$ cat src/rtl/core/fmes_pkg.sv
`timescale 1ns / 1ps
`default_nettype none
package fmes_pkg;

	// sizes
	localparam int SONG_BYTES_DEF = 16384;
	localparam int CHANNELS       = 11;
	localparam int PTR_W          = 15;
	localparam int CFG_W          = 15;
	localparam int STEP_W         = 5;

	// actions of an input item
	localparam logic [2:0] ACT_LOAD  = 3'd0;
	localparam logic [2:0] ACT_START = 3'd1;
	localparam logic [2:0] ACT_STOP  = 3'd2;
	localparam logic [2:0] ACT_TICK  = 3'd3;
	localparam logic [2:0] ACT_CONT  = 3'd4;

	// configuration register indexes
	localparam logic CFG_INSTR_COUNT = 1'b0;
	localparam logic CFG_SONG_LEN    = 1'b1;

	// event opcodes
	localparam logic [2:0] OP_DELAY  = 3'd0;
	localparam logic [2:0] OP_PATCH  = 3'd1;
	localparam logic [2:0] OP_NOTE   = 3'd2;
	localparam logic [2:0] OP_KEYOFF = 3'd3;
	localparam logic [2:0] OP_LEVEL  = 3'd4;
	localparam logic [2:0] OP_JUMP   = 3'd5;
	localparam logic [2:0] OP_MARK   = 3'd6;
	localparam logic [2:0] OP_NOP    = 3'd7;

	// write sequences
	localparam logic [2:0] SEQ_SILENCE = 3'd0;
	localparam logic [2:0] SEQ_PATCH   = 3'd1;
	localparam logic [2:0] SEQ_NOTE    = 3'd2;
	localparam logic [2:0] SEQ_KEYOFF  = 3'd3;
	localparam logic [2:0] SEQ_LEVEL   = 3'd4;
	localparam logic [2:0] SEQ_NONE    = 3'd5;

	// song memory read address select
	localparam logic [1:0] RD_EP0  = 2'd0;
	localparam logic [1:0] RD_EP1  = 2'd1;
	localparam logic [1:0] RD_STEP = 2'd2;
	localparam logic [1:0] RD_FLAG = 2'd3;

	// chip register constants
	localparam logic [4:0] SILENCE_WRITES = 5'd30;
	localparam logic [7:0] RHYTHM_REG     = 8'hbd;
	localparam logic [7:0] RHYTHM_INIT    = 8'he0;
	localparam logic [7:0] ATTEN_MAX      = 8'h3f;
	localparam logic [7:0] KEY_BASE       = 8'hb0;
	localparam logic [7:0] FNUM_BASE      = 8'ha0;
	localparam logic [7:0] LEVEL_BASE     = 8'h40;
	localparam logic [7:0] FB_BASE        = 8'hc0;
	localparam logic [7:0] RHY_TOP_BIT    = 8'h10;
	localparam logic [7:0] KEYON_BIT      = 8'h20;
	localparam logic [7:0] NOSLOT         = 8'hff;

	typedef struct packed {
		logic              take;
		logic              load;
		logic              start;
		logic              stop;
		logic              dly_dec;
		logic [1:0]        rd_sel;
		logic              cap0;
		logic              decode;
		logic              cap_flag;
		logic              emit;
		logic              emit_empty;
		logic              last;
		logic [STEP_W-1:0] step;
	} fmes_cmd_t;

	typedef struct packed {
		logic              playing;
		logic              delay_zero;
		logic              ep_ok;
		logic              seq_level;
		logic              n_zero;
		logic              step_mem;
		logic              out_free;
		logic [STEP_W-1:0] n;
	} fmes_sts_t;

	function automatic logic [7:0] mod_slot(input logic [3:0] ch);
		case (ch)
			4'd0: mod_slot = 8'h00;
			4'd1: mod_slot = 8'h01;
			4'd2: mod_slot = 8'h02;
			4'd3: mod_slot = 8'h08;
			4'd4: mod_slot = 8'h09;
			4'd5: mod_slot = 8'h0a;
			4'd6: mod_slot = 8'h10;
			4'd7: mod_slot = 8'h14;
			4'd8: mod_slot = 8'h12;
			4'd9: mod_slot = 8'h15;
			default: mod_slot = 8'h11;
		endcase
	endfunction

	function automatic logic [7:0] car_slot(input logic [3:0] ch);
		case (ch)
			4'd0: car_slot = 8'h03;
			4'd1: car_slot = 8'h04;
			4'd2: car_slot = 8'h05;
			4'd3: car_slot = 8'h0b;
			4'd4: car_slot = 8'h0c;
			4'd5: car_slot = 8'h0d;
			4'd6: car_slot = 8'h13;
			default: car_slot = NOSLOT;
		endcase
	endfunction

	function automatic logic [7:0] fb_index(input logic [3:0] ch);
		case (ch)
			4'd0: fb_index = 8'h00;
			4'd1: fb_index = 8'h01;
			4'd2: fb_index = 8'h02;
			4'd3: fb_index = 8'h03;
			4'd4: fb_index = 8'h04;
			4'd5: fb_index = 8'h05;
			4'd6: fb_index = 8'h06;
			4'd7: fb_index = 8'h07;
			4'd9: fb_index = 8'h08;
			default: fb_index = NOSLOT;
		endcase
	endfunction

	function automatic logic [7:0] grp_base(input logic [3:0] b);
		case (b)
			4'd0, 4'd5: grp_base = 8'h20;
			4'd1, 4'd6: grp_base = 8'h40;
			4'd2, 4'd7: grp_base = 8'h60;
			4'd3, 4'd8: grp_base = 8'h80;
			default: grp_base = 8'he0;
		endcase
	endfunction

	function automatic logic [7:0] atten_add(input logic [4:0] vol);
		case (vol)
			5'd0: atten_add = 8'h3f;
			5'd1: atten_add = 8'h14;
			5'd2: atten_add = 8'h10;
			5'd3: atten_add = 8'h0e;
			5'd4: atten_add = 8'h0c;
			5'd5: atten_add = 8'h0a;
			5'd6: atten_add = 8'h09;
			5'd7: atten_add = 8'h08;
			5'd8: atten_add = 8'h07;
			5'd9, 5'd10: atten_add = 8'h06;
			5'd11, 5'd12: atten_add = 8'h05;
			5'd13, 5'd14, 5'd15, 5'd16, 5'd17: atten_add = 8'h04;
			5'd18, 5'd19, 5'd20, 5'd21: atten_add = 8'h03;
			5'd22, 5'd23, 5'd24: atten_add = 8'h02;
			5'd25, 5'd26, 5'd27, 5'd28: atten_add = 8'h01;
			default: atten_add = 8'h00;
		endcase
	endfunction

	function automatic logic [7:0] freq_low(input logic [3:0] semi);
		case (semi)
			4'd0: freq_low = 8'hac;
			4'd1: freq_low = 8'hb6;
			4'd2: freq_low = 8'hc1;
			4'd3: freq_low = 8'hcd;
			4'd4: freq_low = 8'hd9;
			4'd5: freq_low = 8'he6;
			4'd6: freq_low = 8'hf3;
			4'd7: freq_low = 8'h02;
			4'd8: freq_low = 8'h11;
			4'd9: freq_low = 8'h22;
			4'd10: freq_low = 8'h33;
			default: freq_low = 8'h45;
		endcase
	endfunction

endpackage
`default_nettype wire

$ cat src/rtl/core/fmes_ctrl.sv
`timescale 1ns / 1ps
`default_nettype none
module fmes_ctrl import fmes_pkg::*; (
	input  wire logic       clk,
	input  wire logic       arst_n,
	input  wire logic       in_valid,
	output logic            in_ready,
	input  wire logic [2:0] action,
	input  wire fmes_sts_t  sts,
	output fmes_cmd_t       cmd
);

	localparam logic [3:0] ST_IDLE  = 4'd0;
	localparam logic [3:0] ST_RD0   = 4'd1;
	localparam logic [3:0] ST_RD1   = 4'd2;
	localparam logic [3:0] ST_RD2   = 4'd3;
	localparam logic [3:0] ST_DISP  = 4'd4;
	localparam logic [3:0] ST_PRE   = 4'd5;
	localparam logic [3:0] ST_PRE2  = 4'd6;
	localparam logic [3:0] ST_EMIT  = 4'd7;
	localparam logic [3:0] ST_EMPTY = 4'd8;

	logic [3:0]        state_q, state_d;
	logic [STEP_W-1:0] step_q, step_d;
	logic              dok_q, dok_d;
	logic              acc, is_last;

	assign in_ready = (state_q == ST_IDLE);
	assign acc      = in_valid && in_ready;
	assign is_last  = ((step_q + 5'd1) == sts.n);

	// next state and commands
	always_comb begin
		state_d    = state_q;
		step_d     = step_q;
		dok_d      = dok_q;
		cmd        = '0;
		cmd.step   = step_q;
		cmd.rd_sel = RD_STEP;
		case (state_q)
			ST_IDLE: begin
				step_d = '0;
				dok_d  = 1'b0;
				if (acc) begin
					cmd.take = 1'b1;
					case (action)
						ACT_LOAD: cmd.load = 1'b1;
						ACT_START: begin
							cmd.start = 1'b1;
							state_d = ST_EMIT;
						end
						ACT_STOP: begin
							cmd.stop = 1'b1;
							state_d = ST_EMIT;
						end
						ACT_TICK: begin
							if (!sts.playing) begin
								state_d = ST_EMPTY;
							end else if (!sts.delay_zero) begin
								cmd.dly_dec = 1'b1;
								state_d = ST_EMPTY;
							end else begin
								state_d = ST_RD0;
							end
						end
						ACT_CONT: begin
							state_d = (sts.playing && sts.delay_zero) ? ST_RD0 : ST_EMPTY;
						end
						default: state_d = ST_IDLE;
					endcase
				end
			end
			ST_RD0: begin
				cmd.rd_sel = RD_EP0;
				state_d = sts.ep_ok ? ST_RD1 : ST_EMPTY;
			end
			ST_RD1: begin
				cmd.rd_sel = RD_EP1;
				cmd.cap0 = 1'b1;
				state_d = ST_RD2;
			end
			ST_RD2: begin
				cmd.decode = 1'b1;
				state_d = ST_DISP;
			end
			ST_DISP: begin
				if (sts.seq_level) begin
					state_d = ST_PRE;
				end else if (sts.n_zero) begin
					state_d = ST_EMPTY;
				end else begin
					state_d = ST_EMIT;
				end
			end
			ST_PRE: begin
				cmd.rd_sel = RD_FLAG;
				state_d = ST_PRE2;
			end
			ST_PRE2: begin
				cmd.cap_flag = 1'b1;
				state_d = ST_EMIT;
			end
			ST_EMIT: begin
				// a step that reads the song memory first waits for its registered byte
				if (sts.out_free && (!sts.step_mem || dok_q)) begin
					cmd.emit = 1'b1;
					cmd.last = is_last;
					step_d = step_q + 5'd1;
					dok_d = 1'b0;
					if (is_last) begin
						state_d = ST_IDLE;
					end
				end else if (sts.step_mem) begin
					dok_d = 1'b1;
				end
			end
			ST_EMPTY: begin
				if (sts.out_free) begin
					cmd.emit_empty = 1'b1;
					state_d = ST_IDLE;
				end
			end
			default: state_d = ST_IDLE;
		endcase
	end

	always_ff @(posedge clk or negedge arst_n) begin
		if (!arst_n) begin
			state_q <= ST_IDLE;
			step_q  <= '0;
			dok_q   <= 1'b0;
		end else begin
			state_q <= state_d;
			step_q  <= step_d;
			dok_q   <= dok_d;
		end
	end

endmodule
`default_nettype wire

$ cat config.mk
export PLATFORM = sky130hd
export DESIGN_NAME = fmes_ctrl
export DESIGN_NICKNAME = d
export VERILOG_FILES = /design/src/rtl/core/fmes_pkg.sv /design/src/rtl/core/fmes_ctrl.sv
export SDC_FILE = /design/constraint.sdc
export NUM_CORES = 1
export LEC_CHECK = 0
export CAP_MARGIN = 20
export CORE_ASPECT_RATIO = 1.75
export CORE_MARGIN = 2
export CORE_UTILIZATION = 35
export CTS_BUF_LIST = sky130_fd_sc_hd__clkbuf_8
export DETAILED_ROUTE_END_ITERATION = 8
export DONT_BUFFER_PORTS = 1
export REMOVE_ABC_BUFFERS = 1
export SLEW_MARGIN = 10
export SYNTH_ARGS = -nofsm -noshare
export SYNTH_HDL_FRONTEND = slang
export SYNTH_SLANG_ARGS = --single-unit
$ cat constraint.sdc
create_clock -name clk -period 2.74 [get_ports clk]
set_input_delay 0.548 -clock clk [delete_from_list [all_inputs] [get_ports clk]]
set_output_delay 0.548 -clock clk [all_outputs]
set_load 0.02 [all_outputs]
-- After elaboration in Yosys (flattened, before gate mapping)
Index checks and enable logic that the tools add are counted.
- bits in registers: 10
- bits of input ports: 18
- output and inout port bits: 19
- equal/unequal tests: 19
- multiplexer cells: 35
- add/sub/neg operators: 1
- reduce and logical (&&, ||, !) cells: 12
- operator list (cell ; count):
    $mux W4 ; 10
    $pmux W4 S9 ; 1
    $mux W1 ; 17
    $eq A4 B3 Y1 const B ; 4
    $pmux W4 S4 ; 1
    $mux W5 ; 3
    $pmux W5 S2 ; 1
    $eq A4 B2 Y1 const B ; 2
    $ne A2 B2 Y1 const B ; 4
    $eq A3 B2 Y1 const B ; 2
    $pmux W2 S3 ; 1
    $add A5 B1 Y5 const B ; 1
    $eq A5 B5 Y1 ; 1
    $reduce_and A5 Y1 ; 1
    $eq A4 B1 Y1 const B ; 1
    $eq A4 B4 Y1 const B ; 1
    $logic_not A4 Y1 ; 1
    $reduce_and A2 Y1 ; 2
    $eq A3 B1 Y1 const B ; 1
    $eq A3 B3 Y1 const B ; 1
    $logic_and A1 B1 Y1 ; 3
    $logic_not A3 Y1 ; 1
    $ne A3 B3 Y1 const B ; 1
    $ne A2 B1 Y1 const B ; 1
    other kinds (5) ; 5

-- Depth between registers and ports, before layout
- depth in word-level cells: 5
- mapped depth: 9
- gate-level depth less buffers: 7

-- Worst setup path after synthesis
OpenSTA, ideal clock, no wires.
- kind: register to output
- start: register state_q[2]
- end: output port cmd[13] (netlist name)
- data arrival time: 2.207 ns
- required time: 2.192 ns
- cell stages (with the launch flop): 7
- setup slack: -0.015 ns
- buffers on the path: 1
- cell sequence: dfrtp_1 > buf_6 > nor4_4 > and2_1 > nand2b_1 > or2_2 > nor3_1
- RTL lines (item ; line ; text):
    start, declared ; fmes_ctrl.sv:23 ; logic [3:0] state_q, state_d;
    start signal, assigned ; fmes_ctrl.sv:133 ; state_q <= state_d;
    end, declared ; fmes_ctrl.sv:10 ; output fmes_cmd_t cmd

==> impl_metrics.env <==
export IMPL_io_pins=37
export IMPL_synth_cells=118
export IMPL_postCtsHoldBufs=0
export IMPL_clk_latency_ns=0.23
export IMPL_die_height_um=71.3
export IMPL_place_ws_ns=0.373
export IMPL_stdcell_count=150
export IMPL_seq_area_um2=253
export IMPL_cp_required_ns=2.19
export IMPL_synth_main_ff_cell="dfrtp_1"
export IMPL_route_antenna_remaining_nets=0
export IMPL_crit_type="flop to output pin"
export IMPL_vias=858
export IMPL_dieArea_um2=3020
export IMPL_cts_sinks=10
export IMPL_rrSetupSlack_ns=0.55
export IMPL_antenna_found_initial=0
export IMPL_num_fill_cells=267
export IMPL_cts_buffer_depth=2
export IMPL_cts_tree="done"
export IMPL_cts_buffers=3
export IMPL_ys_types=37
export IMPL_antennaDiodeCount=0
export IMPL_wl_mm=2.14
export IMPL_synthArstFlopShare=1.00
export IMPL_hp_class="input port to async pin"
export IMPL_rows=24
export IMPL_skew_ns=0.00116
export IMPL_dpl_hpwl_mm=1.70
export IMPL_powerDensity_nw_per_um2=987
export IMPL_max_freq_mhz=385
export IMPL_area_growth_pct=11.8
export IMPL_post_route_period_util=0.948
export IMPL_synth_area_top_cells="dfrtp_1 (28%), nand2_1 (7.5%), xnor2_1 (6.8%)"
export IMPL_status="completed"
export IMPL_syn_avg_cell_area_um2=7.67
export IMPL_h_tree_depth=1
export IMPL_crit_family="simple AND/OR/NAND/NOR gates"
export IMPL_rsz0062_at_grt="false"
export IMPL_buffer_ports_inserted=0
export IMPL_die_w_um=42.4
export IMPL_initialDrtViolationCount=8
export IMPL_worst_pin_slew_ns=0.648
export IMPL_dp_cells=147
export IMPL_clkTransAtPathRegs_ns=0.04
export IMPL_drive_above_1_share=0.177
export IMPL_synthTopCellsByCount="nand2_1 (18), nor2_1 (12), dfrtp_1 (10), a21oi_1 (8), xnor2_1 (7)"
export IMPL_finalSetupViolCount=0
export IMPL_syn_area_um2=905
export IMPL_yosysTopAreaCell="dfrtp_1"
export IMPL_start_util=0.367
export IMPL_firstDrtPassIters=4
export IMPL_yosysMostFrequentCell="nand2_1"
export IMPL_worst_path_buf_inv=1
export IMPL_crit_chain="and4b_2 > nand2_1 > or2_1 > nor4_1 > buf_4"
export IMPL_setup_ws_ns=0.143
export IMPL_yosys_warnings=0
export IMPL_grt_usage=0.151
export IMPL_finalWeightedCongestion=0.793
export IMPL_r2r_start="step_q[1]"
export IMPL_overflow=0
export IMPL_finalMaxSlewViolations=0
export IMPL_core_area_um2=2460
export IMPL_via_per_inst=5.72
export IMPL_worst_setup_path_start_kind="flop"
export IMPL_cp_end_kind="output pin"
export IMPL_multiInputGateArea_um2=594
export IMPL_slew_headroom=0.565
export IMPL_grt_max_degree=16
export IMPL_clockRootBuffer="clkbuf_8"
export IMPL_period_minus_slack_ns=2.60
export IMPL_cts_resized=0
export IMPL_slowest_stage="dfrtp_1"
export IMPL_synth_seq_cells=10
export IMPL_synth_top_cell_area_share=0.277
export IMPL_cpPeakStageDelay_ns=0.52
export IMPL_postCtsSetupBuffers=0
export IMPL_grt_pass1_wl_mm=3.57
export IMPL_hold_viol_final=0
export IMPL_fin_nets=145
export IMPL_crit_fanout=12
export IMPL_drc=0
export IMPL_hold_worst_slack_ns=0.0126
export IMPL_synth_edff_count=0
export IMPL_wl_per_cell_um=14.3
export IMPL_seq_area_frac_synth=0.277
export IMPL_grt_pass1_vias=830
export IMPL_crit_start="state_q[3]"
export IMPL_drv_cap=0
export IMPL_arrival_ns=2.05
export IMPL_ir_drop_mv=0.437
export IMPL_leakagePower_nw=0.421
-- registers in the layout, indices dropped and copies added, names as in the netlist --
register  cells
dok_q         1
state_q       4
step_q        5
-- where the power goes --
group	total [mW]	internal [mW]	switching (mW)
logic	0.577	0.241	0.336
registers	0.274	0.195	0.0791
clock network	0.146	0.0956	0.0504
-- per-layer routing --
| metal | GRT usage | part of all wire | vias to the layer above |
|---|---|---|---|
| met5 | 0 | 0 | - |
| met4 | 0.0764 | 0.0070 | 0 |
| li1 | - | - | 427 |
| met3 | 0.0227 | 0.070 | 2 |
| met2 | 0.268 | 0.53 | 32 |
| met1 | 0.169 | 0.39 | 397 |
-- logic make-up after synthesis --
kind of cell               Yosys count  synth area share
AOI/OAI and AO/OA                   27             0.189
xor gates and xnor gates             9            0.0871
adders and majority gates            1            0.0138
buffers and inverters               11            0.0664
DFF                                 10             0.277
muxes                                1            0.0166
and+or+nand+nor                     59             0.350
-- layout make-up --
type	instances	area share
Clock buffer	3	0.0408
Tap cell	26	0.0322
Sequential cell	10	0.250
Multi-Input combinational cell	97	0.588
Inverter	4	0.0149
Timing Repair Buffer	10	0.0743
-- final timing paths --
path                         endpoint  cells after the start
setup / recovery               cmd[5]                      5
hold / removal             state_q[0]                      0
setup reg to reg           state_q[2]                      7
hold reg to reg                 dok_q                      2
max in group asynchronous  state_q[1]                      0
min in group clk           state_q[3]                      1
-- placed cells by master (no fill, tap or decap), types with 3 or more instances in the layout --
cell | netlist | layout
a21oi_1 | 8 | 8
a31oi_1 | 3 | 3
buf_4 | 0 | 10
clkbuf_8 | 0 | 3
dfrtp_1 | 10 | 8
inv_1 | 3 | 3
nand2_1 | 18 | 18
nand2b_1 | 3 | 3
nand3_1 | 3 | 3
nand3b_1 | 4 | 4
nor2_1 | 12 | 12
nor3_1 | 5 | 5
nor3b_1 | 4 | 4
o21ai_0 | 6 | 6
xnor2_1 | 7 | 7
-- per-stage QoR --
step / total power [mW] / setup TNS [ns] / cell area, um2 / util
finish: 0.997 / 0 / 1010 / 0.411
detailed placement: 0.854 / 0 / 967 / 0.393
floorplan: 0.710 / -0.0833 / 860 / -
global route: 1.08 / 0 / 1010 / 0.411
CTS: 1.01 / 0 / 1010 / 0.410
global placement: 0.842 / 0 / 967 / 0.393
Power figures use the tool's default switching activity.
